<file path="src/rtl/binary_disk_dilate_erode_assert.svh">
// Assertion macros shared by the design files. The enclosing module must
// provide clk and rst; checks are disabled while rst is high.
`ifndef BINARY_DISK_DILATE_ERODE_ASSERT_SVH
`define BINARY_DISK_DILATE_ERODE_ASSERT_SVH

// The consequent must hold in the same cycle as the antecedent.
`define BDDE_ASSERT_NOW(label, ante, cons, msg) \
  label: assert property (@(posedge clk) disable iff (rst) (ante) |-> (cons)) \
    else $error(msg);

// The consequent must hold in the cycle after the antecedent.
`define BDDE_ASSERT_NEXT(label, ante, cons, msg) \
  label: assert property (@(posedge clk) disable iff (rst) (ante) |=> (cons)) \
    else $error(msg);

`endif

</file>
<file path="src/rtl/bdde_ram.sv">
module bdde_ram #(
  parameter int WIDTH = 8,
  parameter int DEPTH = 256
) (
  input  logic                     clk,
  input  logic                     wr_en,
  input  logic [$clog2(DEPTH)-1:0] wr_addr,
  input  logic [WIDTH-1:0]         wr_data,
  input  logic                     rd_en,
  input  logic [$clog2(DEPTH)-1:0] rd_addr,
  output logic [WIDTH-1:0]         rd_data
);

  logic [WIDTH-1:0] mem [DEPTH];

  // A read at the address being written returns the old contents.
  always_ff @(posedge clk) begin
    if (wr_en) begin
      mem[wr_addr] <= wr_data;
    end
    if (rd_en) begin
      rd_data <= mem[rd_addr];
    end
  end

endmodule

</file>
<file path="config.mk">
export PLATFORM = sky130hd
export DESIGN_NAME = bdde_ram
export DESIGN_NICKNAME = d
export VERILOG_FILES = /design/src/rtl/binary_disk_dilate_erode_assert.svh /design/src/rtl/bdde_ram.sv
export SDC_FILE = /design/constraint.sdc
export NUM_CORES = 2
export LEC_CHECK = 0
export BUFFER_PORTS_ARGS = -buffer_cell sky130_fd_sc_hd__buf_4
export CAP_MARGIN = 10
export CORE_UTILIZATION = 35
export CTS_CLUSTER_SIZE = 25
export DETAILED_ROUTE_END_ITERATION = 12
export GPL_ROUTABILITY_DRIVEN = 0
export PLACE_DENSITY = 0.56
export SYNTH_ARGS = -nofsm -noshare
export SYNTH_HDL_FRONTEND = slang
export SYNTH_SLANG_ARGS = --single-unit
</file>
<file path="constraint.sdc">
create_clock -name clk -period 2.47 [get_ports clk]
set_input_delay 0.1235 -clock clk [delete_from_list [all_inputs] [get_ports clk]]
set_output_delay 0.1235 -clock clk [all_outputs]
set_load 0.01 [all_outputs]
</file>
# Word level (Yosys, flattened, before mapping)
# Memory sizes are Yosys's and may differ from the RTL's. A register that Yosys moved wholly into a read port is not among the register bits.
# Index checks and enable logic that the tools add are counted.
dict set report word_totals {
  n_memories 1
  ram_bits 2048
  output_inout_bits 8
  in_bits 27
  ff_bits 0
  rom_bits 0
  latch_bits 0
}
# name depth word_bits read_ports rd_ports_with_merged_regs wr line_no
set mem_list {}
lappend mem_list {mem 256 8 1 1 1 bdde_ram.sv:14} ;# logic [WIDTH-1:0] mem [DEPTH];
dict set report op_classes {
  bitwise 0
  reduce_logical 0
  n_mul 0
  div_mod_pow 0
  eq_ne 0
  shift 0
  addsub 0
  n_lt_le_gt_ge 0
  muxes 2
}
# op n
set ops {}
lappend ops {{$mux W1} 2}

# Depth between registers and ports, before layout
dict set report depth {
  word_depth 2
  ltp_mapped 11
  mapped_depth_nobuf 6
}

# Least setup slack after synthesis
# Ideal clock, no wire load.
dict set report synth_timing {
  path_type {in2reg}
  start {in rd_addr[0]}
  end {reg rd_data[2] (read register of mem), data pin}
  setup_ps 269
  required_ps 2201
  t_arrival_ps 1931
  stages 9
  slack_ps 270
  path_buffers 4
  path_cell_list {buf_6 buf_12 buf_8 buf_2 mux4_2 a22oi_1 a21oi_1 nor4_1 nor4_2}
}
# element line_no
set synth_lines {}
lappend synth_lines {{start: declaration} bdde_ram.sv:10} ;# input logic [$clog2(DEPTH)-1:0] rd_addr,
lappend synth_lines {{end: declaration} bdde_ram.sv:11} ;# output logic [WIDTH-1:0] rd_data

==> flow_summary.toml <==
[layout]
layout_common_cells = "edfxtp_1, buf_4, mux4_2"
finalNonFillerCells = 7620
mostFrequentLayoutCell = "edfxtp_1"
nNetsFinal = 4477
design_area_mm2 = 0.0955
syn_to_final_growth_pct = 20.0
drive_above_1_share_pct = 32.4

[clocking]
clk_pin_slew_worst_paths_ps = 60
cts_tree = "built"
cts.path.max_buffers = 3
clock-sinks = 2056
numCtsBuffers = 207
clock_latency_ps = 850
root_buffer = "clkbuf_16"
post_cts_buffers = 0
htreeDepth = 4

[sta]
tns_ps = 0
tightest_slew_ps = 824
maxSlewViolCount = 0
layout_setup_ws_ps = 54.0
slew_headroom_pct = 44.8
rsz0062_at_grt = "no"
min_period_ps = 2420
setup_violations = 0
fmax_mhz = 414
hold_viol = 0
clock_skew_ps = 49.2
finalCritPeriodShare_pct = 97.8

[synth]
syn-instance-count = 3733
synthDominantCellAreaShare_pct = 77.5
synth_top_cell_by_area = "edfxtp_1"
synthSimpleGateAreaFrac_pct = 2.63
synth_top_family_by_area = "multiplexers"
synthXorXnorAreaFrac_pct = 0
synth_compound_area_share_pct = 3.42
ys_seq_area_share_pct = 77.5
ys_types = 54
synthesis.nets = 3760
synthTopCellsByArea = "edfxtp_1, mux4_2, mux2i_1"
synthAdderAreaFrac_pct = 0
synthMuxAreaShare_pct = 14.6
netlist_area_mm2 = 0.0796
yosysWarnings = 0
synthArstFlopShare_pct = 0
synth.avg_cell_area_um2 = 21.3
synth_edf_count = 2056
synth.ff_latch_count = 2056
synth_ff_type = "edfxtp_1"

[global_routing]
grt_start_max_net_pins = 97
met3_usage_pct = 2.86
use_met2_pct = 30.0
antenna_found_initial = 12
grt_overflow = 0
busiest_layer = "met2"
grt_use_total_pct = 18.4
met1_usage_pct = 26.0
first_global_vias = 41278
grt_pass1_wl_mm = 305

[floorplan]
start_util_pct = 35.3
rows = 174
die_area_mm2 = 0.229
dieWidth_um = 479
ios = 35
die_y_um = 479
core-area_mm2 = 0.226

[power_and_ir_drop]
ir_worst_vdd_mv = 0.888
power_mw = 73.9
p_leak_nw = 30.7
p_per_area_mw_per_mm2 = 773

[placement]
io_buffers = 34
hpwl_mm = 138
dp.cells = 7215
dpl_worst_slack_ps = -902
dpl-instance-area_mm2 = 0.0884

[min_path]
whs_path_depth = 4
hp-class = "in -> reg"

[critical_path]
critPathLaunch = "mem[83][0]"
ff2ff_setup_slack_ps = 50
crit_path_end_kind = "flip-flop"
critPathLaunchType = "flip-flop"
r2r-end = "rd_data[0]"
cp_max_fo = 1
endpoint = "rd_data[0]"
r2r_start = "mem[83][0]"
crit_type = "reg -> reg"
r2r_cells = 6
critPathArrivalTime_ps = 3020
cp_data_required_time_ps = 3080

[drt]
vias = 40658
wirelength_mm = 212
vias_per_cell = 5.34
drc_errors = 0
drt-initial-drc-count = 4446
dr.pass1.iters = 6
ant_nets = 0
wl_per_cell_um = 27.8

[job]
maxCapViolCount = 0

[outcome]
status = "finished clean"
[what timing repair did]
action                     4_1_cts  5_1_grt
resized for setup               19       10
hold buffers                    18        0
hold endpoints to repair      1408        0
pin swaps                        3        6
setup endpoints to repair        8        8
[area by class of cell]
class	instances	area (µm²)
Timing Repair Buffer	741	6610
Antenna cell	5	12.5
Tap cell	2992	3740
Inverter	2	7.51
Clock buffer	256	5390
Clock inverter	126	1370
Sequential cell	2056	61700
Multi-Input combinational cell	1442	16700
Fill cell	19716	130000
[cell families (layout without fill, tap and decap cells)]
| family | after synthesis | in the layout |
|---|---|---|
| muxes | 591 | 591 |
| DFF | 2056 | 2056 |
| and+or+nand+nor | 466 | 466 |
| buffers and inverters | 235 | 1125 |
| other | 0 | 5 |
| AOI/OAI and AO/OA | 385 | 385 |
[state kept, by name, indices dropped and copies added, names as in the netlist]
name,count
mem,2048
rd_data,8
[critical path, stage by stage (launching register included)]
cell	delay, ps
edfxtp_1	350
mux4_2	520
mux4_2	490
nor2b_1	200
nor4_1	430
buf_4	180
nor4_2	40
[per-layer routing]
layer,vias to the layer above,share of wire [%]
met4,2,2.2
li1,17168,-
met3,279,6.2
met1,21849,43
met5,-,0.0071
met2,1360,49
[report_power, final]
group	internal (mW)	switching [mW]	total [mW]
combinational	1.67	2.46	4.13
clock	17.8	13.4	31.2
sequential	38.5	0.0591	38.5
[worst min path at each step]
stage	from	end	slack [ps]
6_report	wr_addr[1]	mem[207][6]	90
3_5_place_dp	wr_data[4]	mem[83][4]	450
5_1_grt	wr_addr[1]	mem[171][2]	60
3_3_place_gp	wr_data[4]	mem[82][4]	450
4_1_cts	wr_addr[5]	mem[138][4]	50
2_1_floorplan	wr_data[0]	mem[0][0]	220
[metrics by stage]
step / hold slack (ps) / util (%)
2_1_floorplan: 222 / -
3_3_place_gp: 449 / 39.2
3_5_place_dp: 449 / 39.2
4_1_cts: 48.7 / 42.3
5_1_grt: 55.7 / 42.3
6_report: 88.4 / 42.4
[cells in the mapped netlist, types with 4 or more instances]
cell type	n
o22a_1	5
o221ai_1	46
nor4_1	24
mux2i_1	134
mux4_2	454
nand4_1	10
nand2b_1	8
a211oi_1	16
buf_4	27
edfxtp_1	2056
buf_8	13
nor2b_1	31
a22o_1	8
buf_6	21
nand3_1	34
nand2_1	33
o21ai_0	10
o211ai_1	10
a21oi_1	96
o22ai_1	28
or2_2	4
clkbuf_1	111
and2_1	6
nor3_1	22
o32ai_1	4
buf_2	31
a221oi_1	13
buf_12	8
nor2_1	282
buf_1	22
a22oi_1	133
No activity file was read; power rests on OpenSTA's default activity.
