### config.mk
export PLATFORM = sky130hd
export DESIGN_NAME = bdde_win
export DESIGN_NICKNAME = d
export VERILOG_FILES = /design/src/rtl/bdde_pkg.sv /design/src/rtl/bdde_win.sv
export VERILOG_INCLUDE_DIRS = /design/src /design/src/rtl
export SDC_FILE = /design/constraint.sdc
export NUM_CORES = 1
export LEC_CHECK = 0
export BUFFER_PORTS_ARGS = -buffer_cell sky130_fd_sc_hd__buf_2
export CAP_MARGIN = 20
export CORE_MARGIN = 1
export CORE_UTILIZATION = 35
export DETAILED_ROUTE_END_ITERATION = 10
export SYNTH_ARGS = -nofsm -noshare
export SYNTH_HDL_FRONTEND = slang
export SYNTH_SLANG_ARGS = --single-unit
### constraint.sdc
create_clock -name clk -period 7.6 [get_ports clk]
set_clock_uncertainty 0.2 [all_clocks]
set_input_delay 1.52 -clock clk [delete_from_list [all_inputs] [get_ports clk]]
set_output_delay 1.52 -clock clk [all_outputs]
set_load 0.03 [all_outputs]
### src/rtl/binary_disk_dilate_erode_assert.svh
// Assertion macros shared by the design files. The enclosing module must
// provide clk and rst; checks are disabled while rst is high.
`ifndef BINARY_DISK_DILATE_ERODE_ASSERT_SVH
`define BINARY_DISK_DILATE_ERODE_ASSERT_SVH

// The consequent must hold in the same cycle as the antecedent.
`define BDDE_ASSERT_NOW(label, ante, cons, msg) \
  label: assert property (@(posedge clk) disable iff (rst) (ante) |-> (cons)) \
    else $error(msg);

// The consequent must hold in the cycle after the antecedent.
`define BDDE_ASSERT_NEXT(label, ante, cons, msg) \
  label: assert property (@(posedge clk) disable iff (rst) (ante) |=> (cons)) \
    else $error(msg);

`endif

### src/rtl/bdde_pkg.sv
package bdde_pkg;

  localparam int MAX_COLS   = 2048;
  localparam int MAX_RADIUS = 7;

  // The window is square, with sides of twice the largest radius plus one.
  // The line memory keeps the rows above the newest one.
  localparam int WIN    = 2 * MAX_RADIUS + 1;
  localparam int HIST   = WIN - 1;
  localparam int COL_W  = $clog2(MAX_COLS);
  localparam int ECOL_W = $clog2(MAX_COLS + 1);
  localparam int RAD_W  = $clog2(MAX_RADIUS + 1);
  localparam int ROW_W  = 16;
  localparam int LAG_W  = $clog2(MAX_RADIUS * MAX_COLS + MAX_RADIUS + 1);

  localparam int OPER_W  = 1;
  localparam int RADF_W  = 3;
  localparam int NCOLS_W = 12;
  localparam int NROWS_W = 16;

  localparam int CFG_IDX_W  = 4;
  localparam int CFG_DATA_W = 16;

  localparam logic [CFG_IDX_W-1:0] CFG_OPERATION = CFG_IDX_W'(0);
  localparam logic [CFG_IDX_W-1:0] CFG_RADIUS    = CFG_IDX_W'(1);
  localparam logic [CFG_IDX_W-1:0] CFG_NUM_COLS  = CFG_IDX_W'(2);
  localparam logic [CFG_IDX_W-1:0] CFG_NUM_ROWS  = CFG_IDX_W'(3);

  localparam logic [RADF_W-1:0]  RST_RADIUS   = RADF_W'(1);
  localparam logic [NCOLS_W-1:0] RST_NUM_COLS = NCOLS_W'(2048);
  localparam logic [NROWS_W-1:0] RST_NUM_ROWS = NROWS_W'(1024);

  localparam logic OP_DILATE  = 1'b0;
  localparam logic OP_ERODE   = 1'b1;
  localparam logic MODE_PIXEL = 1'b0;
  localparam logic MODE_DRAIN = 1'b1;

  typedef struct packed {
    logic mode;
    logic pixel_in;
  } in_word_t;

  typedef struct packed {
    logic pixel_out;
    logic row_end;
    logic frame_end;
  } out_word_t;

  typedef logic [WIN-1:0]  col_t;
  typedef logic [HIST-1:0] hist_t;

  // Window indexed [column][row]; column 0 and row 0 are the newest.
  typedef logic [WIN-1:0][WIN-1:0] win_t;
  typedef logic [MAX_RADIUS:0][WIN-1:0][WIN-1:0] disk_tbl_t;

  typedef struct packed {
    logic             operation;
    logic [RAD_W-1:0] rad;
  } cfg_t;

  // Per-word control carried from the position counters to the window.
  typedef struct packed {
    logic             emit;
    logic             row_end;
    logic             frame_end;
    logic [COL_W-1:0] addr;
    col_t             row_ok;
    col_t             col_ok;
  } tag_t;

  // Disk shape for every radius: column k and row b sit at offsets
  // radius - k and radius - b from the center.
  function automatic disk_tbl_t build_disk_tbl();
    disk_tbl_t tbl;
    int        di;
    int        dj;
    tbl = '0;
    for (int r = 0; r <= MAX_RADIUS; r++) begin
      for (int k = 0; k < WIN; k++) begin
        for (int b = 0; b < WIN; b++) begin
          dj = r - k;
          di = r - b;
          tbl[r][k][b] = (di * di + dj * dj <= r * r);
        end
      end
    end
    return tbl;
  endfunction

  localparam disk_tbl_t DISK_TBL = build_disk_tbl();

endpackage

### src/rtl/bdde_win.sv
`include "binary_disk_dilate_erode_assert.svh"

module bdde_win (
  input  logic                          clk,
  input  logic                          rst,
  input  logic                          accept,
  output logic                          in_stall,
  input  bdde_pkg::in_word_t            in_word,
  input  bdde_pkg::tag_t                tag,
  input  bdde_pkg::cfg_t                cfg,
  input  bdde_pkg::hist_t               rd_data,
  output logic                          wr_en,
  output logic [bdde_pkg::COL_W-1:0]    wr_addr,
  output bdde_pkg::hist_t               wr_data,
  output logic                          out_valid,
  input  logic                          out_stall,
  output bdde_pkg::out_word_t           out_word
);

  import bdde_pkg::*;

  logic  s1_valid;
  tag_t  s1_tag;
  logic  s1_px;
  logic  s1_fire;
  logic  byp_hit;
  hist_t byp_data;
  hist_t hist;
  col_t  col_new;
  win_t  win;
  win_t  win_next;
  win_t  disk;
  win_t  mask;
  logic  hit1;
  logic  hit0;
  logic  pixel;

  // The stage moves on unless it holds a result while a full output is stalled.
  assign s1_fire  = s1_valid && (!s1_tag.emit || !out_valid || !out_stall);
  assign in_stall = s1_valid && !s1_fire;

  // With one-pixel rows the word just accepted reads the column being written.
  assign hist    = byp_hit ? byp_data : rd_data;
  assign col_new = {hist, s1_px};

  assign wr_en   = s1_fire;
  assign wr_addr = s1_tag.addr;
  assign wr_data = col_new[HIST-1:0];

  assign win_next = {win[WIN-2:0], col_new};
  assign disk     = DISK_TBL[cfg.rad];

  for (genvar k = 0; k < WIN; k++) begin : g_mask
    assign mask[k] = disk[k] & s1_tag.row_ok & {WIN{s1_tag.col_ok[k]}};
  end

  assign hit1  = |(win_next & mask);
  assign hit0  = |(~win_next & mask);
  assign pixel = (cfg.operation == OP_ERODE) ? !hit0 : hit1;

  always_ff @(posedge clk) begin
    if (rst) begin
      s1_valid  <= 1'b0;
      out_valid <= 1'b0;
    end else begin
      if (accept) begin
        s1_valid <= 1'b1;
      end else if (s1_fire) begin
        s1_valid <= 1'b0;
      end
      if (s1_fire && s1_tag.emit) begin
        out_valid <= 1'b1;
      end else if (!out_stall) begin
        out_valid <= 1'b0;
      end
    end
  end

  always_ff @(posedge clk) begin
    if (accept) begin
      s1_tag   <= tag;
      s1_px    <= (in_word.mode == MODE_PIXEL) && in_word.pixel_in;
      byp_hit  <= s1_fire && (tag.addr == s1_tag.addr);
      byp_data <= col_new[HIST-1:0];
    end
    if (s1_fire) begin
      win <= win_next;
    end
    if (s1_fire && s1_tag.emit) begin
      out_word.pixel_out <= pixel;
      out_word.row_end   <= s1_tag.row_end;
      out_word.frame_end <= s1_tag.frame_end;
    end
  end

  `BDDE_ASSERT_NEXT(a_s1_holds, s1_valid && !s1_fire,
    s1_valid && $stable(s1_tag), "held stage lost its word")
  `BDDE_ASSERT_NOW(a_out_source, $rose(out_valid),
    $past(s1_valid && s1_tag.emit), "result without an emitting word")

endmodule
### Word level (Yosys, flattened, before mapping)

Memories as Yosys holds them, arrays and structs flattened.
Index checks and enable logic that the tools add are counted.

| cells by class | value |
|---|---|
| order comparisons | 1 |
| reductions and logical operators | 15 |
| multiplexer cells | 7 |
| bitwise gates (word level) | 34 |
| equality and inequality tests | 2 |

Operators by type and width:

| operator | number |
|---|---|
| $and A15 B15 Y15 | 30 |
| $and A225 B225 Y225 | 2 |
| $reduce_or A225 Y1 | 2 |
| $mux W225 | 1 |
| $not A225 Y225 | 1 |
| $mux W14 | 1 |
| $eq A11 B11 Y1 | 1 |
| $logic_and A1 B1 Y1 | 5 |
| $logic_not A1 Y1 | 5 |
| $mux W1 | 5 |
| $lt A3 B4 Y1 const B | 1 |
| $logic_or A1 B1 Y1 | 2 |
| $ne A2 B1 Y1 const B | 1 |
| $reduce_bool A2 Y1 | 1 |
| $not A1 Y1 | 1 |

| word-level totals | value |
|---|---|
| output and inout port bits | 31 |
| bits in read-only memories | 1800 |
| word-level logic and storage cells | 88 |
| bits in registers | 275 |
| memories | 1 |

Memory list:

| memory | words | bits a word | rd ports | clocked after Yosys merged registers in | write ports | RTL line | text |
|---|---|---|---|---|---|---|---|
| (name not given) | 8 | 225 | 1 | 0 | 0 | bdde_win.sv:51 | `assign disk = DISK_TBL[cfg.rad];` |

### Depth between registers and ports, before layout

| logic depth | value |
|---|---|
| word-level depth | 8 |
| mapped depth | 10 |
| mapped depth without buffers | 7 |

### Worst setup path before layout

Ideal clock, no wire load.

| path | value |
|---|---|
| path kind | input -> output |
| from | input port out_stall |
| to | output port wr_en |
| path slack | 0.113 ns |
| arrival time | 5.767 ns |
| buffers on the path | 0 |
| stages on the path | 2 |
| data required time | 5.880 ns |
| path through | nand3_1 -> and2_1 |

| between the ends | value |
|---|---|
| cells in the longest elaborated chain, start to end | 3 |

RTL lines:

| element | RTL line | text |
|---|---|---|
| start: declaration | bdde_win.sv:16 | `input logic out_stall,` |
| $logic_not A1 Y1 | -- |  |
| $logic_or A1 B1 Y1 | bdde_win.sv:39 | `assign s1_fire = s1_valid && (!s1_tag.emit \|\| !out_valid \|\| !out_stall);` |
| $logic_and A1 B1 Y1 | bdde_win.sv:39 |  |
| end: declaration | bdde_win.sv:12 | `output logic wr_en,` |

No other way between the ends.

### Worst setup path after layout

| path | value |
|---|---|
| from | input port cfg[1] in the netlist's numbering |
| to | register out_word[2] in the netlist's numbering (data pin) |

| between the ends | value |
|---|---|
| cells in the longest elaborated chain, start to end | 8 |
| elaborated cells on any way between the ends | 38 |

RTL lines:

| element | RTL line | text |
|---|---|---|
| start: declaration | bdde_win.sv:10 | `input bdde_pkg::cfg_t cfg,` |
| $mem_v2 Z8 W225 (*) | -- |  |
| $mux W225 (implied by the code) (*) | bdde_win.sv:51 |  |
| $and A15 B15 Y15 (2 in a row) | bdde_win.sv:54 | `assign mask[k] = disk[k] & s1_tag.row_ok & {WIN{s1_tag.col_ok[k]}};` |
| $and A225 B225 Y225 | bdde_win.sv:58 | `assign hit0 = \|(~win_next & mask);` |
| $reduce_or A225 Y1 | bdde_win.sv:58 |  |
| $logic_not A1 Y1 | bdde_win.sv:59 | `assign pixel = (cfg.operation == OP_ERODE) ? !hit0 : hit1;` |
| $mux W1 (*) | bdde_win.sv:59 |  |
| net pixel | bdde_win.sv:36 | `logic pixel;` |
| end: declaration | bdde_win.sv:17 | `output bdde_pkg::out_word_t out_word` |

Mark *: on every way through the listed nets, which the timed path passes. The rest lies on a longest branch. The select of a mux whose other input is x is not followed.
A chain may end at the register's enable or synchronous reset.

==> impl_results.md <==
- Status: completed
- Core Area: 0.02987 mm2
- CP Buf/Inv Count: 1
- Reg2Reg Depth: 7
- Final max-slew violation count: 0
- Yosys top cell by area: edfxtp_1
- Reg2reg setup slack: ~3800 ps
- Critical path's largest stage delay: approximately 730 ps
- Kind of end point of the critical path: flip-flop
- Final nets: between 900 and 1k
- Syn Inst Count: roughly 810
- Tot Pwr: roughly 3200 uW
- Top cell by count, worst path: o41ai_1
- CP required: between 7000 and 8000 ps
- Fin crit period: around 4500 ps
- Pwr Density: 264.2 mW/mm2
- CP Max Fanout: 38
- Clk_lat worst skew: 540 ps
- Post-synth design cell area: approximately 0.011 mm2
- IO Count: 99
- Maximum vdd ir drop: between 0.00015 and 0.0002 V
- CTS tree: done
- Synth area leaders: edfxtp_1 66%, o22ai_1 3.3%, nand3_1 2.4%
- Hold EP: win[74]
- GRT Residual Overflow: 0
- Critical path arrival: approximately 4600 ps
- Reg2reg start: s1_tag[7]
- RSZ-0062 raised after global routing: false
- Vias in the first global route: between 7k and 8k
- Clk buf depth: 3
- Final HPWL from detailed placement: between 30000 and 40000 um
- Commonest cells after routing, fill and taps aside: 235 x edfxtp_1, 98 x buf_2, 56 x o22ai_1
- Cell variety after synth: 70
- Die Y: around 180 um
- DIE WIDTH: 177.2 um
- Hold path startpoint: win[59]
- Worst path cell trace: buf_2 -> o211ai_1 -> o22ai_1 -> or4b_1 -> nor4_1 -> nand4_1 -> o41ai_1 -> o41ai_1
- GP Congestion: ~1.0
- Worst-path clk slew: 60 ps
- GRT Util Overall: 28.25%
- Register area: about 0.007 mm2
- Fill count: 2811
- Total CTS buffers: 26
- FF+latch count, synth: roughly 240
- Hold path cells: 0
- Clock sinks: ~240
- H-tree lvl count: 1
- Final WL: roughly 44000 um
- Final Non-Filler Cells: around 1.3k
- Root buffer cell: clkbuf_16
- DP Area: roughly 0.011 mm2
- PostCTS Resize Cnt: 0
- Period utilization: roughly three fifths
- Fmax: about 0.22 GHz
- Largest net degree at the start of global routing: between 70 and 80
- Post-route cell area: between 0.01 and 0.015 mm2
- Synth warn: 0
- Buffers on Ports: 98
- Vias/cell: between 6 and 7
- Post-synthesis async set-or-reset flop share: 0%
- # Post-CTS Setup Buffers: 0
- Most common cell after layout, fill and taps aside: edfxtp_1
- Relative max-transition margin: roughly 29%
- Number of flops mapped to enable cells by yosys: approximately 240
- DRC viols: 0
- Worst slew pin tran: 1058 ps
- Main synth FF type: edfxtp_1
- Max-cap viol count: 0
- Initial drt markers: between 1k and 1.5k
- Share of layout cells above drive strength 1: between 10% and 20%
- Routed length per placed instance: between 30 and 40 um
- CP delay by family, top: compound AO/OA/AOI/OAI gates
- Post-synthesis sequential area ratio: about two thirds
- Crit start category: primary input
- Mapped Nets: 879
- Die area: ~0.031 mm2
- Setup_tns: 0 ps
- TritonRoute pass-1 iters: 8
- Static leakage: approximately 0.0042 uW
- Initial antenna violation count: 1
- Via count: about 8.3k
- Hold WC Path Type: flip-flop to flip-flop
- Initial core utilization: 35.95%
- ANT nets after route: 0
- Crit path kind: primary input to flip-flop
- Rows: 63
- Final number of setup-violating endpoints: 0
- Post-placement cell count: 1237
- Hold-fix buffers, CTS: 0
- Worst path slowest cell: o211ai_1
- Yosys top cell area share: 65.71%
- Syn_area_per_cell: around 13 um2
- Area grow syn2layout: 14.49%
- Final hold vios: 0
- First-pass GRT wire length: approximately 60000 um
- Multi-input gate area: roughly 0.0031 mm2
- Worst reg2reg path endpoint: out_word[2]
## cell usage after synthesis (3+ instances only)
master     number
nand2_1        51
a32oi_1        13
nor2b_1        11
a222oi_1        8
a21oi_1        10
nor4_1         13
clkbuf_1       35
o22ai_1        56
xor2_1          7
o21ai_0         9
and2_1          6
o221a_2         3
o21a_1          5
a31oi_1         5
nand2b_1        4
buf_4          25
inv_1          32
o2111ai_1      10
nor2_1         12
a2111oi_0       5
o21ai_1         3
o22a_1          3
o221ai_1        7
or3_1           7
edfxtp_1      235
nand4_1        26
and3_1          9
mux2_2         14
nor3_1         13
o311ai_0        5
buf_2           8
xnor2_1         4
a22oi_1        22
or4_1           6
nand3_1        52
a22o_1          8
o211ai_1        3
buf_1           3
a32o_1          7
o32ai_1        15
## cell type report
cell class | instances | area share [%]
sequential | 237 | 57.72
multi-input combinational | 468 | 25.44
clock buffer | 31 | 5.617
timing repair buffer | 110 | 4.701
tap | 390 | 3.969
clock inverter | 15 | 1.526
inverter | 33 | 1.007
antenna | 1 | 0.02035
## worst max path at each step
| stage | from | slack, ps | depth (start not counted) | endpoint |
|---|---|---|---|---|
| after global placement | cfg[1] | 2730 | 8 | out_word[2] |
| after detailed placement | cfg[1] | 2660 | 8 | out_word[2] |
| final | cfg[1] | 3080 | 8 | out_word[2] |
| after global routing | cfg[1] | 2960 | 8 | out_word[2] |
| after floorplan | out_stall | 110 | 2 | wr_en |
| after CTS | cfg[1] | 3210 | 8 | out_word[2] |
## logic make-up (layout without fill, tap and decap cells)
kind of cell    count (synthesis)  count (layout)  share of synthesized area [%]
compound gates                219             219                          15.58
xor+xnor                       11              11                         0.8971
mux                            14              14                          1.468
flops                         237             237                          66.08
simple gates                  224             224                          11.16
other cells                     0               1                              0
buf+inv                       106             189                          4.812
## per-layer routing
layer  up-vias  wire [um]  track usage [%]  part of all wire, %
met4         0       2292            12.75                  5.2
met5         -          0                0                    0
met2       648      18920            42.12                   43
li1       3430          -                -                    -
met3       129       4871            5.799                   11
met1      4115      18050            39.43                   41
## stage by stage
| stage | util (%) | setup slack (ps) | hold WS [ps] |
|---|---|---|---|
| after detailed placement | 38.19 | 2661 | 204.5 |
| after global placement | 38.19 | 2733 | 201.4 |
| after global routing | 41.15 | 2960 | 223.2 |
| after CTS | 41.13 | 3215 | 218.4 |
| final | 41.16 | 3079 | 217.0 |
| after floorplan | - | 113.2 | 200.3 |
## sequential cells by signal (all words and copies together) (netlist names)
| name | flops |
|---|---|
| s1_px | 1 |
| win | 172 |
| out_valid | 1 |
| byp_data | 14 |
| wr_addr | 11 |
| s1_valid | 1 |
| s1_tag | 33 |
| byp_hit | 1 |
| out_word | 3 |
## power by group
group,switching (uW),internal (uW),leakage (uW),total [uW]
clock network,514,783,0.000420,1300
logic,235,103,0.00150,338
registers,98.4,1520,0.00224,1610
No activity file was read; power rests on OpenSTA's default activity.
