===== src/rtl/binary_disk_dilate_erode_assert.svh =====
// Assertion macros shared by the design files. The enclosing module must
// provide clk and rst; checks are disabled while rst is high.
`ifndef BINARY_DISK_DILATE_ERODE_ASSERT_SVH
`define BINARY_DISK_DILATE_ERODE_ASSERT_SVH

// The consequent must hold in the same cycle as the antecedent.
`define BDDE_ASSERT_NOW(label, ante, cons, msg) \
  label: assert property (@(posedge clk) disable iff (rst) (ante) |-> (cons)) \
    else $error(msg);

// The consequent must hold in the cycle after the antecedent.
`define BDDE_ASSERT_NEXT(label, ante, cons, msg) \
  label: assert property (@(posedge clk) disable iff (rst) (ante) |=> (cons)) \
    else $error(msg);

`endif


===== src/rtl/bdde_pkg.sv =====
package bdde_pkg;

  localparam int MAX_COLS   = 2048;
  localparam int MAX_RADIUS = 7;

  // The window is square, with sides of twice the largest radius plus one.
  // The line memory keeps the rows above the newest one.
  localparam int WIN    = 2 * MAX_RADIUS + 1;
  localparam int HIST   = WIN - 1;
  localparam int COL_W  = $clog2(MAX_COLS);
  localparam int ECOL_W = $clog2(MAX_COLS + 1);
  localparam int RAD_W  = $clog2(MAX_RADIUS + 1);
  localparam int ROW_W  = 16;
  localparam int LAG_W  = $clog2(MAX_RADIUS * MAX_COLS + MAX_RADIUS + 1);

  localparam int OPER_W  = 1;
  localparam int RADF_W  = 3;
  localparam int NCOLS_W = 12;
  localparam int NROWS_W = 16;

  localparam int CFG_IDX_W  = 4;
  localparam int CFG_DATA_W = 16;

  localparam logic [CFG_IDX_W-1:0] CFG_OPERATION = CFG_IDX_W'(0);
  localparam logic [CFG_IDX_W-1:0] CFG_RADIUS    = CFG_IDX_W'(1);
  localparam logic [CFG_IDX_W-1:0] CFG_NUM_COLS  = CFG_IDX_W'(2);
  localparam logic [CFG_IDX_W-1:0] CFG_NUM_ROWS  = CFG_IDX_W'(3);

  localparam logic [RADF_W-1:0]  RST_RADIUS   = RADF_W'(1);
  localparam logic [NCOLS_W-1:0] RST_NUM_COLS = NCOLS_W'(2048);
  localparam logic [NROWS_W-1:0] RST_NUM_ROWS = NROWS_W'(1024);

  localparam logic OP_DILATE  = 1'b0;
  localparam logic OP_ERODE   = 1'b1;
  localparam logic MODE_PIXEL = 1'b0;
  localparam logic MODE_DRAIN = 1'b1;

  typedef struct packed {
    logic mode;
    logic pixel_in;
  } in_word_t;

  typedef struct packed {
    logic pixel_out;
    logic row_end;
    logic frame_end;
  } out_word_t;

  typedef logic [WIN-1:0]  col_t;
  typedef logic [HIST-1:0] hist_t;

  // Window indexed [column][row]; column 0 and row 0 are the newest.
  typedef logic [WIN-1:0][WIN-1:0] win_t;
  typedef logic [MAX_RADIUS:0][WIN-1:0][WIN-1:0] disk_tbl_t;

  typedef struct packed {
    logic             operation;
    logic [RAD_W-1:0] rad;
  } cfg_t;

  // Per-word control carried from the position counters to the window.
  typedef struct packed {
    logic             emit;
    logic             row_end;
    logic             frame_end;
    logic [COL_W-1:0] addr;
    col_t             row_ok;
    col_t             col_ok;
  } tag_t;

  // Disk shape for every radius: column k and row b sit at offsets
  // radius - k and radius - b from the center.
  function automatic disk_tbl_t build_disk_tbl();
    disk_tbl_t tbl;
    int        di;
    int        dj;
    tbl = '0;
    for (int r = 0; r <= MAX_RADIUS; r++) begin
      for (int k = 0; k < WIN; k++) begin
        for (int b = 0; b < WIN; b++) begin
          dj = r - k;
          di = r - b;
          tbl[r][k][b] = (di * di + dj * dj <= r * r);
        end
      end
    end
    return tbl;
  endfunction

  localparam disk_tbl_t DISK_TBL = build_disk_tbl();

endpackage


===== src/rtl/bdde_pos.sv =====
`include "binary_disk_dilate_erode_assert.svh"

module bdde_pos (
  input  logic                                clk,
  input  logic                                rst,
  input  logic                                cfg_write,
  input  logic [bdde_pkg::CFG_IDX_W-1:0]      cfg_index,
  input  logic [bdde_pkg::CFG_DATA_W-1:0]     cfg_data,
  input  logic                                accept,
  output bdde_pkg::cfg_t                      cfg,
  output bdde_pkg::tag_t                      tag
);

  import bdde_pkg::*;

  logic               operation;
  logic [RADF_W-1:0]  radius;
  logic [NCOLS_W-1:0] num_cols;
  logic [NROWS_W-1:0] num_rows;

  logic [ECOL_W-1:0]  cols;
  logic [ROW_W-1:0]   rows;
  logic [RAD_W-1:0]   rad;
  logic [LAG_W-1:0]   lag;
  logic               cfg_hit;

  logic [COL_W-1:0]   in_col;
  logic [LAG_W-1:0]   fill;
  logic [COL_W-1:0]   ocol;
  logic [ROW_W-1:0]   orow;
  logic [COL_W-1:0]   in_col_next;
  logic [LAG_W-1:0]   fill_next;
  logic [COL_W-1:0]   ocol_next;
  logic [ROW_W-1:0]   orow_next;

  logic               in_wrap;
  logic               emit;
  logic               row_end;
  logic               last_row;
  logic               frame_end;
  logic [ROW_W+1:0]   row_sum;
  logic [ECOL_W+1:0]  col_sum;
  col_t               row_ok;
  col_t               col_ok;

  // Effective sizes: zero rows or columns become one; columns and radius clamp.
  always_comb begin
    priority if (num_cols == '0) begin
      cols = ECOL_W'(1);
    end else if (int'(num_cols) > MAX_COLS) begin
      cols = ECOL_W'(MAX_COLS);
    end else begin
      cols = ECOL_W'(num_cols);
    end
    rows = (num_rows == '0) ? ROW_W'(1) : num_rows;
    if (int'(radius) > MAX_RADIUS) begin
      rad = RAD_W'(MAX_RADIUS);
    end else begin
      rad = RAD_W'(radius);
    end
  end

  // Words to take in before the first result: radius rows plus radius pixels.
  assign lag = LAG_W'(rad) * LAG_W'(cols) + LAG_W'(rad);

  assign cfg_hit = cfg_write && (cfg_index == CFG_OPERATION || cfg_index == CFG_RADIUS ||
                                 cfg_index == CFG_NUM_COLS || cfg_index == CFG_NUM_ROWS);

  always_ff @(posedge clk) begin
    if (rst) begin
      operation <= OP_DILATE;
      radius    <= RST_RADIUS;
      num_cols  <= RST_NUM_COLS;
      num_rows  <= RST_NUM_ROWS;
    end else if (cfg_write) begin
      unique case (cfg_index)
        CFG_OPERATION: operation <= cfg_data[OPER_W-1:0];
        CFG_RADIUS:    radius    <= cfg_data[RADF_W-1:0];
        CFG_NUM_COLS:  num_cols  <= cfg_data[NCOLS_W-1:0];
        CFG_NUM_ROWS:  num_rows  <= cfg_data[NROWS_W-1:0];
        default: ;
      endcase
    end
  end

  assign in_wrap   = (ECOL_W'(in_col) + ECOL_W'(1)) >= cols;
  assign emit      = (fill == lag);
  assign row_end   = (ECOL_W'(ocol) + ECOL_W'(1)) >= cols;
  assign last_row  = ((ROW_W+1)'(orow) + (ROW_W+1)'(1)) >= (ROW_W+1)'(rows);
  assign frame_end = row_end && last_row;

  always_comb begin
    in_col_next = in_wrap ? '0 : in_col + 1'b1;
    fill_next   = fill;
    ocol_next   = ocol;
    orow_next   = orow;
    priority if (!emit) begin
      fill_next = fill + 1'b1;
    end else if (frame_end) begin
      in_col_next = '0;
      fill_next   = '0;
      ocol_next   = '0;
      orow_next   = '0;
    end else if (row_end) begin
      ocol_next = '0;
      orow_next = orow + 1'b1;
    end else begin
      ocol_next = ocol + 1'b1;
    end
  end

  always_ff @(posedge clk) begin
    if (rst || cfg_hit) begin
      in_col <= '0;
      fill   <= '0;
      ocol   <= '0;
      orow   <= '0;
    end else if (accept) begin
      in_col <= in_col_next;
      fill   <= fill_next;
      ocol   <= ocol_next;
      orow   <= orow_next;
    end
  end

  // Window row b holds image row orow + rad - b, column k holds ocol + rad - k.
  assign row_sum = (ROW_W+2)'(orow) + (ROW_W+2)'(rad);
  assign col_sum = (ECOL_W+2)'(ocol) + (ECOL_W+2)'(rad);

  for (genvar i = 0; i < WIN; i++) begin : g_bounds
    assign row_ok[i] = (row_sum >= (ROW_W+2)'(i)) &&
                       (row_sum < (ROW_W+2)'(rows) + (ROW_W+2)'(i));
    assign col_ok[i] = (col_sum >= (ECOL_W+2)'(i)) &&
                       (col_sum < (ECOL_W+2)'(cols) + (ECOL_W+2)'(i));
  end

  assign cfg.operation = operation;
  assign cfg.rad       = rad;

  assign tag.emit      = emit;
  assign tag.row_end   = row_end;
  assign tag.frame_end = frame_end;
  assign tag.addr      = in_col;
  assign tag.row_ok    = row_ok;
  assign tag.col_ok    = col_ok;

  `BDDE_ASSERT_NOW(a_fill_bounded, 1'b1, fill <= lag, "fill count passed the lag")
  `BDDE_ASSERT_NOW(a_cols_bounded, 1'b1,
    (ECOL_W'(ocol) < cols) && (ECOL_W'(in_col) < cols), "column counter out of row")

endmodule


===== config.mk =====
export PLATFORM = sky130hd
export DESIGN_NAME = bdde_pos
export DESIGN_NICKNAME = d
export VERILOG_FILES = /design/src/rtl/bdde_pkg.sv /design/src/rtl/bdde_pos.sv
export VERILOG_INCLUDE_DIRS = /design/src /design/src/rtl
export SDC_FILE = /design/constraint.sdc
export NUM_CORES = 1
export LEC_CHECK = 0
export BUFFER_PORTS_ARGS = -buffer_cell sky130_fd_sc_hd__buf_2
export CAP_MARGIN = 10
export CORE_AREA = 2 2 177 197
export CTS_CLUSTER_DIAMETER = 60
export DETAILED_ROUTE_END_ITERATION = 7
export DIE_AREA = 0 0 179 199
export HOLD_SLACK_MARGIN = 0.08
export PLACE_DENSITY = 0.85
export SLEW_MARGIN = 5
export SYNTH_ARGS = -nofsm -noshare
export SYNTH_HDL_FRONTEND = slang
export SYNTH_SLANG_ARGS = --single-unit

===== constraint.sdc =====
create_clock -name clk -period 12.45 [get_ports clk]
set_clock_uncertainty 0.1 [all_clocks]
set_input_delay 2.49 -clock clk [delete_from_list [all_inputs] [get_ports clk]]
set_output_delay 2.49 -clock clk [all_outputs]
set_load 0.005 [all_outputs]

Word-level counts from Yosys, hierarchy flattened
Index checks and enable logic that the tools add are counted.
- register bits: 84
- bits in latches: 0
- RAM bits: 0
- bits in read-only memories: 0
- input bits: 24
- output and inout port bits: 48
- word-level logic and storage cells: 175
- memories: 0
- add/subtract/negate cells: 38
- $mul: 1
- divide/modulo/power cells: 0
- magnitude comparators: 64
- eq/ne operators: 5
- shift-type cells: 0
- mux-type cells: 12
- bitwise logic cells: 0
- reduce and logical (&&, ||, !) cells: 47
- operators with widths (cell ; count):
    17-bit less-than comparator ; 14
    12-bit by 13-bit less-than comparator with 1-bit output ; 14
    16-bit by 4-bit adder with 17-bit output, second input constant ; 7
    17-bit by 4-bit greater-or-equal comparator with 1-bit output, second input constant ; 7
    12-bit by 4-bit adder with 13-bit output, second input constant ; 7
    12-bit by 4-bit greater-or-equal comparator with 1-bit output, second input constant ; 7
    16-bit by 3-bit adder with 17-bit output, second input constant ; 4
    17-bit by 3-bit greater-or-equal comparator with 1-bit output, second input constant ; 4
    11-bit 2-to-1 mux ; 5
    12-bit by 3-bit adder with 13-bit output, second input constant ; 4
    12-bit by 3-bit greater-or-equal comparator with 1-bit output, second input constant ; 4
    16-bit 2-to-1 mux ; 3
    16-bit by 1-bit adder with 17-bit output, second input constant ; 2
    16-bit by 2-bit adder with 17-bit output, second input constant ; 2
    17-bit by 1-bit greater-or-equal comparator with 1-bit output, second input constant ; 2
    17-bit by 2-bit greater-or-equal comparator with 1-bit output, second input constant ; 2
    1-bit logical AND ; 32
    14-bit 2-to-1 mux ; 2
    12-bit by 2-bit adder with 13-bit output, second input constant ; 2
    11-bit by 1-bit adder with 12-bit output, second input constant ; 2
    12-bit by 1-bit greater-or-equal comparator with 1-bit output, second input constant ; 2
    12-bit greater-or-equal comparator ; 2
    12-bit by 2-bit greater-or-equal comparator with 1-bit output, second input constant ; 2
    12-bit 2-to-1 mux ; 2
    other kinds (23) ; 33

Logic depth before layout (Yosys ltp)
Gate-level depths: netlist of the first run.
- depth in word-level cells: 8
- depth in mapped cells: 23
- gate-level depth less buffers: 19

Worst setup path after synthesis of the first run
Ideal clock, no wire load.
- kind: reg2out
- from: register num_cols[11]
- to: output port tag[43] in the netlist's numbering
- data arrival time: 4.661 ns
- required time: 9.860 ns
- slack: 5.199 ns
- stages on the path, launching flop included: 19
- path buffers: 3
- cells stage by stage: dfxtp_1 -> clkbuf_1 -> clkbuf_1 -> inv_1 -> nand2_1 -> clkinv_1 -> nand2_1 -> fa_1 -> inv_1 -> fa_1 -> fa_1 -> a21o_1 -> a21oi_1 -> xnor2_1 -> a311o_1 -> nor4_2 -> nand4_4 -> clkinv_4 -> buf_4
- word-level cells in the longest chain between the ends: 6
- elaborated cells on any way between the ends: 7
- those cells by class: add/sub: 1; mul: 1; order compare: 1; eq/ne: 1; mux: 2; reduce/logical: 1
- ends and longest elaborated chain (what ; line ; RTL):
    start, declared ; bdde_pos.sv:18 ; logic [NCOLS_W-1:0] num_cols;
    start signal, assigned ; bdde_pos.sv:79 ; CFG_NUM_COLS: num_cols <= cfg_data[NCOLS_W-1:0];
    12-bit greater-than comparator ; bdde_pos.sv:50 ; end else if (int'(num_cols) > MAX_COLS) begin
    12-bit 2-to-1 mux ; bdde_pos.sv:50 ;
    12-bit 2-to-1 mux * ; bdde_pos.sv:48 ; priority if (num_cols == '0) begin
    3-bit by 12-bit multiplier with 14-bit output * ; bdde_pos.sv:64 ; assign lag = LAG_W'(rad) * LAG_W'(cols) + LAG_W'(rad);
    14-bit by 3-bit adder with 14-bit output * ; bdde_pos.sv:64 ;
    14-bit == test * ; bdde_pos.sv:87 ; assign emit = (fill == lag);
    end, declared ; bdde_pos.sv:11 ; output bdde_pkg::tag_t tag
Mark *: on every way between the ends. The rest lies on a longest branch, timed or not.

==> results of run 1 <==
power groups by stage:
| stage | Combinational (uW) | Clock [uW] | Sequential, uW |
|---|---|---|---|
| 6_report | 92.4 | 294 | 275 |
| 5_1_grt | 99.2 | 308 | 275 |
| 4_1_cts | 89.1 | 295 | 275 |
| 3_5_place_dp | 88.5 | 0 | 281 |
| 3_3_place_gp | 86.1 | 0 | 281 |
| 2_1_floorplan | 59.5 | 0 | 279 |
worst max-delay path, delay by kind of cell (launching register included):
kind | cells | cell delay [ps]
simple gates | 8 | 1580
fa+ha+maj | 3 | 1340
xor+xnor | 1 | 150
flops | 1 | 400
compound gates | 5 | 1230
buf+inv | 3 | 830
stage by stage:
step | setup slack, ps | cell area, sq um | hold WS [ps] | instances
detailed placement | 4524 | 20850 | 390.1 | 3064
floorplan | 5199 | 19980 | 361.7 | 2624
global route | 3656 | 21160 | 423.7 | 3080
finish | 3944 | 21170 | 397.3 | 3082
CTS | 4122 | 21160 | 398.8 | 3080
global placement | 4564 | 20850 | 375.9 | 3064
flip-flops by register name, indices dropped and copies added, names as in the netlist:
name	cells
num_rows	16
in_col	11
fill	14
operation	1
num_cols	12
rad	3
orow	16
ocol	11
how the worst min path moves through the flow:
| stage | from | endpoint | slack [ps] | depth (start not counted) |
|---|---|---|---|---|
| global route | orow[7]$_SDFFE_PP0P_ | orow[7]$_SDFFE_PP0P_ | 420 | 2 |
| CTS | orow[7]$_SDFFE_PP0P_ | orow[7]$_SDFFE_PP0P_ | 400 | 2 |
| floorplan | operation$_SDFFE_PP0P_ | operation$_SDFFE_PP0P_ | 360 | 2 |
| global placement | operation$_SDFFE_PP0P_ | operation$_SDFFE_PP0P_ | 380 | 2 |
| finish | orow[7]$_SDFFE_PP0P_ | orow[7]$_SDFFE_PP0P_ | 400 | 2 |
| detailed placement | orow[7]$_SDFFE_PP0P_ | orow[7]$_SDFFE_PP0P_ | 390 | 2 |
cell type report:
| type | count | area [sq um] | area share |
|---|---|---|---|
| antenna | 2 | 5.005 | 0.0002365 |
| timing repair buffer | 123 | 745.7 | 0.03523 |
| tap | 438 | 548.0 | 0.02589 |
| multi-input combinational | 2314 | 17470 | 0.8255 |
| inverter | 105 | 399.1 | 0.01886 |
| clock inverter | 6 | 75.07 | 0.003547 |
| sequential | 84 | 1682 | 0.07945 |
| clock buffer | 10 | 239.0 | 0.01129 |
metal layers:
| metal | global-route usage | wire (um) |
|---|---|---|
| met1 | 0.4877 | 26770 |
| met4 | 0.2740 | 5724 |
| met2 | 0.6204 | 30330 |
| met3 | 0.1017 | 8137 |
| met5 | 0 | 28 |
synth_stat cells (all sizes together), types with 20 or more instances:
cell,n
a21oi,209
a21o,121
xnor2,319
dfxtp,84
nor2b,58
nor2,232
nand4,77
o21ai,92
nand3,92
nand2,233
buf,27
xor2,42
ha,470
a211oi,21
clkbuf,94
nand2b,26
inv,95
and3,21
a2111oi,20
a31oi,20
nor3,63
cells by family after synthesis:
| kind of cell | after synthesis |
|---|---|
| AOI/OAI and AO/OA | 565 |
| xor gates and xnor gates | 361 |
| adders and majority gates | 484 |
| buffers and inverters | 226 |
| DFF | 84 |
| muxes | 20 |
| and+or+nand+nor | 884 |
layout by cell type (no fill, tap or decap), types with 11 or more instances in the layout:
master     Yosys  routed
mux2i_1       17      17
fa_1          14      14
dfxtp_1       84      84
nor3_1        63      62
o21ai_0       90      90
and2_1        17      17
buf_2          8      71
or2_2         11      11
nand2_1      233     233
nand4_1       76      76
nand3_1       91      91
xnor2_1      319     312
a21oi_1      208     207
xor2_1        42      42
a31oi_1       19      19
nand2b_1      26      26
and3_1        21      21
nor2b_1       58      58
a21o_1       121     121
ha_1         470     470
nor2_1       231     231
a2111oi_0     20      20
inv_1         86      86
nor4_1        12      12
a211oi_1      21      21
buf_4          5      52
==> summary.md, run 1 <==
| Metric | Value |
|---|---|
| Outcome | complete, no violations |
| Clk buf depth | 2 |
| TritonRoute pass-1 iters | 8 |
| Ranking of synthesized cells by area | ha_1, xnor2_1, dfxtp_1 |
| Fmax | roughly 0.12 GHz |
| WL per Instance | 23.03 um |
| Lkg Pwr | ~0.010 uW |
| Area of the die | about 0.036 sq mm |
| Clock group share of total power | 0.445 |
| Final Hold Viols | 0 |
| HP Class | reg -> reg |
| Rel. slew slack | 0.1155 |
| CTS clock-pin slew for the worst setup and hold paths | around 80 ps |
| Worst Tran Pin Value | 1324 ps |
| Multiplexer share of the synthesized area | 0.01021 |
| Vias per cell | 6.727 |
| DRC | 0 |
| Largest net degree at the start of global routing | 36 |
| First-pass GRT wire length | 111.3 mm |
| Pwr/cell area | approximately 31 mW/mm^2 |
| Final Cycle Share | 0.6833 |
| Worst Setup End Kind | output port |
| P&R area growth vs syn | 5.957% |
| Initial antenna violation count | 3 |
| CTS tree | done |
| Layout Nets | ~3100 |
| Number of global-route vias before repair | a little over 20000 |
| Reg2reg start | num_cols[3]$_SDFFE_PP0P_ |
| Mapped Cells | 2624 |
| R2R Setup Slk | 5590 ps |
| Combinational Power Share | 0.140 |
| Port bufs | just over 70 |
| End of the worst register-to-register path | ocol[7]$_SDFFE_PP0P_ |
| CTS root buf | clkbuf_16 |
| Flops & latches, synth | 84 |
| Tot GR Track Use | 0.4018 |
| Initial Utilization | 0.5933 |
| Cell accounting for the most synthesized area | ha_1 |
| Mapped Avg Cell Area | between 7 and 8 sq um |
| Filler Cells Inserted | about 3000 |
| VDD IR-drop max | 0.08631 mV |
| Layout cells sized above 1 | 0.07002 |
| Post-Synth Adder-Cell Area | 0.3084 |
| Number of synthesized flops with an enable pin | 0 |
| Core Area | about 0.034 sq mm |
| Largest family of logic cells by synthesized area | adder cells |
| R2R depth | 17 |
| H-tree levels | 3 |
| Vias | just over 20000 |
| IO Pins | about 70 |
| Placer Congestion | between 1 and 1.5 |
| Post-cts resize count | 0 |
| Die height | slightly below 200 um |
| RSZ-0062 raised after global routing | no |
| Switching share of total power | 0.2915 |
| Post-DRT Antenna Nets | 0 |
| Number of max-cap violations | 0 |
| Internal power | 468.8 uW |
| CTS Buf Count | 9 |
| Setup TNS | 0 ps |
| Utilization after layout | 0.6286 |
| Slew Viols, Final | 0 |
| Final WL | between 70 and 80 mm |
| Seq/Total Area, Yosys | 0.08418 |
| Arr. time, crit path | between 5000 and 6000 ps |
| Yosys warnings | 0 |
| Number of setup buffers added after CTS | 0 |
| Sequential Power Share | 0.416 |
| Tot Pwr | approximately 660 uW |
| Top_reg_cell synth | dfxtp_1 |
| Synth Area in Compound Gates | 0.1795 |
| # setup viols final | 0 |
| Grt total ovfl | 0 |
| Crit path capture | tag[16] |
| Simple-Gate Fraction of Synth Area | 0.2148 |
| Psw | approximately 190 uW |
| Critical Path Max Stage Delay | ~580 ps |
| Num Clock Sinks | 84 |
| Synth Net Count | ~3100 |
| Share of the synthesized area in the top cell type | 0.2944 |
| Final min period | 8506 ps |
| Xor and xnor area share after synthesis | 0.1583 |
| CP Data Required Time | a little under 10000 ps |
| Row count | ~70 |
| CTS Hold Bufs | 0 |
| Chip width | ~180 um |
| CP cell instances | inv_1 > ha_1 > nor4b_1 > nand4_1 > nand2_1 > clkinv_1 > ha_1 > nand2_1 > nor2_1 > xnor2_1 > ha_1 > a21o_1 > a21oi_1 > nand2_1 > nand4_1 > a31oi_1 > a2111oi_0 > nor3_1 > a2111oi_0 > buf_2 |
| Yosys cell types | 74 |
| Syn Std Cell Area | roughly 0.02 sq mm |
| Crit start category | flop |
| CP startpoint | num_rows[3]$_SDFFE_PP0P_ |
| DRT iter0 DRCs | 2290 |
| Ys async rst share | 0 |
| Later-pin clock latency in the skew report | about 360 ps |
| Final HPWL DP | roughly 52 mm |
| Critical path type | reg -> out |
| Slowest-stage cell, CP | ha_1 |
| CP Max Fanout | 12 |
(Power assumes the default switching activity.)
==> inputs of run 2 (changes only) <==
- clock period: 12.45 -> 8.2 ns (I/O delays scaled with it)
==> run 2 against run 1 <==
  * Critical path depth down 2
  * Clock power up 60%
  * Die area unchanged
  * Final area up 0.51%
  * Register-to-register slack worse by 3800 ps
  * Setup slack worse by 3400 ps
  * Sequential cell count unchanged
==> summary.md, run 2 (synthesis results as in run 1) <==
| Metric | Value |
|---|---|
| Die height | 199 um (unchanged) |
| Final HPWL DP | 53.41 mm (+2.2%) |
| First-pass GRT wire length | 112.3 mm (+0.91%) |
| Final WL | 72.53 mm (+2.2%) |
| RSZ-0062 raised after global routing | no |
| Fmax | 0.1314 GHz |
| Critical Path Max Stage Delay | 630 ps (+50 ps) |
| P&R area growth vs syn | 6.502% |
| Rel. slew slack | 0.1135 (-0.002061) |
| Row count | 71 (unchanged) |
| H-tree levels | 3 (unchanged) |
| Final min period | roughly 7600 ps |
| Placer Congestion | 1.059 (-0.58%) |
| Number of setup buffers added after CTS | 0 (unchanged) |
| Cell area after layout | 0.02127 sq mm (+0.51%) |
| Later-pin clock latency in the skew report | 360 ps (about the same) |
| Outcome | complete, no violations |
| CP Max Fanout | 16 (+4) |
| WL per Instance | 23.46 um (+1.9%) |
| Combinational Power Share | 0.138 (-0.002) |
| Vias | 20870 (+0.68%) |
| CP cell instances | inv_1 > ha_1 > nor4b_1 > nand4_1 > nand2_1 > inv_2 > ha_1 > nand3_1 > nor2_1 > nand2_1 > xnor2_1 > ha_1 > nand3_1 > nor4_1 > a21oi_1 > o31ai_1 > a21oi_1 > buf_2 |
| Area of the die | 0.03562 sq mm (unchanged) |
| CP startpoint | num_rows[3]$_SDFFE_PP0P_ |
| Final Hold Viols | 0 (unchanged) |
| Reg2reg start | num_cols[11]$_SDFFE_PP1P_ |
| Arr. time, crit path | 5870 ps (-50 ps) |
| IO Pins | 72 (unchanged) |
| Worst Tran Pin Value | 1325 ps (+1.322 ps) |
| Area after DPL | 0.02093 sq mm (+0.40%) |
| Initial Utilization | 0.5933 (unchanged) |
| Pwr/cell area | 48.35 mW/mm^2 (+55%) |
| Top routing layer used | met5 |
| Layout Nets | 3156 (+0.35%) |
| Clock group share of total power | 0.456 (+0.011) |
| Tot Pwr | 1029 uW (+55%) |
| Port bufs | 71 (unchanged) |
| Num Clock Sinks | 84 (unchanged) |
| DRT iter0 DRCs | 2167 (-5.4%) |
| Sequential Power Share | 0.405 (-0.011) |
| Layout cells sized above 1 | 0.07501 (+0.004987) |
| Number of max-cap violations | 0 (unchanged) |
| Buf/Inv on CP | 3 (unchanged) |
| Crit start category | flop |
| Critical path type | reg -> out |
| Psw | 294.4 uW (+53%) |
| Setup TNS | 0 ps (unchanged) |
| # setup viols final | 0 (unchanged) |
| CTS Hold Bufs | 0 (unchanged) |
| Leading cell types in the layout, fill and taps excluded | ha_1, xnor2_1, nand2_1 |
| CP Data Required Time | 6460 ps (-3400 ps) |
| Hold path start | orow[7]$_SDFFE_PP0P_ |
| Post-cts resize count | 0 (unchanged) |
| Core Area | 0.03367 sq mm (unchanged) |
| VDD IR-drop max | 0.1687 mV (+95%) |
| TritonRoute pass-1 iters | 5 (-3) |
| CTS clock-pin slew for the worst setup and hold paths | 60 ps (-20 ps) |
| M1 wire length | 26.87 mm (+0.37%) |
| Final Cycle Share | 0.9280 |
| DRC | 0 (unchanged) |
| Switching share of total power | 0.2862 (-0.005311) |
| Cell family with most CP delay | simple AND/OR/NAND/NOR gates |
| Worst Setup End Kind | output port |
| Largest net degree at the start of global routing | 36 (unchanged) |
| Hold Worst Slack | 415.4 ps (+18.09 ps) |
| Utilization after layout | 0.6319 (+0.003233) |
| HP Class | reg -> reg |
| Internal power | 734.3 uW (+57%) |
| Routed wl met3 | 8.039 mm (-1.2%) |
| Tot GR Track Use | 0.4085 (+0.006682) |
| Largest registers | num_rows: 16 flops, orow: 16 flops, fill: 14 flops |
| Vias per cell | 6.753 (+0.38%) |
| Commonest non-fill, non-tap cell in the layout | ha_1 |
| Slowest-stage cell, CP | o31ai_1 |
| Slew Viols, Final | 0 (unchanged) |
| Met2 wire len | 31.65 mm (+4.4%) |
| Chip width | 179 um (unchanged) |
| Lkg Pwr | 0.01002 uW (+0.66%) |
| Post-DRT Antenna Nets | 0 (unchanged) |
| CTS root buf | clkbuf_16 |
| CTS Buf Count | 9 (unchanged) |
| CTS tree | done |
| CP most frequent cell | ha_1 |
| Clk buf depth | 2 (unchanged) |
| Number of global-route vias before repair | 20640 (+1.4%) |
| Antenna diodes | 0 (-2) |
| Grt total ovfl | 0 (unchanged) |
| Initial antenna violation count | 2 (-1) |
-- run 2: cell count changes in the layout (fill, tap and decap cells not counted), moves of 2 or more --
| cell | previous run | this run |
|---|---|---|
| xor2_2 | 0 | 2 |
| buf_4 | 52 | 63 |
| diode_2 | 2 | 0 |
| xor2_1 | 42 | 40 |
-- run 2: per-layer routing --
metal,vias to the layer above,GRT usage
met5,-,0
li1,9400,-
met1,9664,0.4841
met2,1336,0.6390
met3,470,0.1065
met4,4,0.2864
-- run 2: worst paths after layout --
kind	endpoint	slack [ps]	cells after the start
max	tag[17]	590	18
min	orow[7]$_SDFFE_PP0P_	420	2
max reg2reg	ocol[4]$_SDFFE_PP0P_	1810	17
min reg2reg	orow[7]$_SDFFE_PP0P_	420	2
-- run 2: layout make-up --
type | instances | area [sq um]
multi-input combinational | 2314 | 17490
fill | 3002 | 12390
sequential | 84 | 1682
timing repair buffer | 134 | 828.3
tap | 438 | 548.0
inverter | 105 | 399.1
clock buffer | 9 | 225.2
clock inverter | 7 | 102.6
-- run 2: power by group through the flow --
stage | clock network [uW] | logic [uW] | registers [uW]
after floorplan | 0 | 90.4 | 424
after global placement | 0 | 130 | 426
after detailed placement | 0 | 135 | 426
after CTS | 472 | 136 | 417
after global routing | 489 | 153 | 417
final | 469 | 142 | 417
-- run 2: metrics by stage --
step	setup slack, ps	std cells
after detailed placement	1163	3074
after floorplan	1799	2624
after global routing	186.6	3091
after global placement	1257	3074
after CTS	784.6	3090
final	590.5	3091
-- run 2: worst min-delay path, cell delays in order (launching register included) --
cell	delay, ps
dfxtp_1	350
nand2_1	70
a21oi_1	50
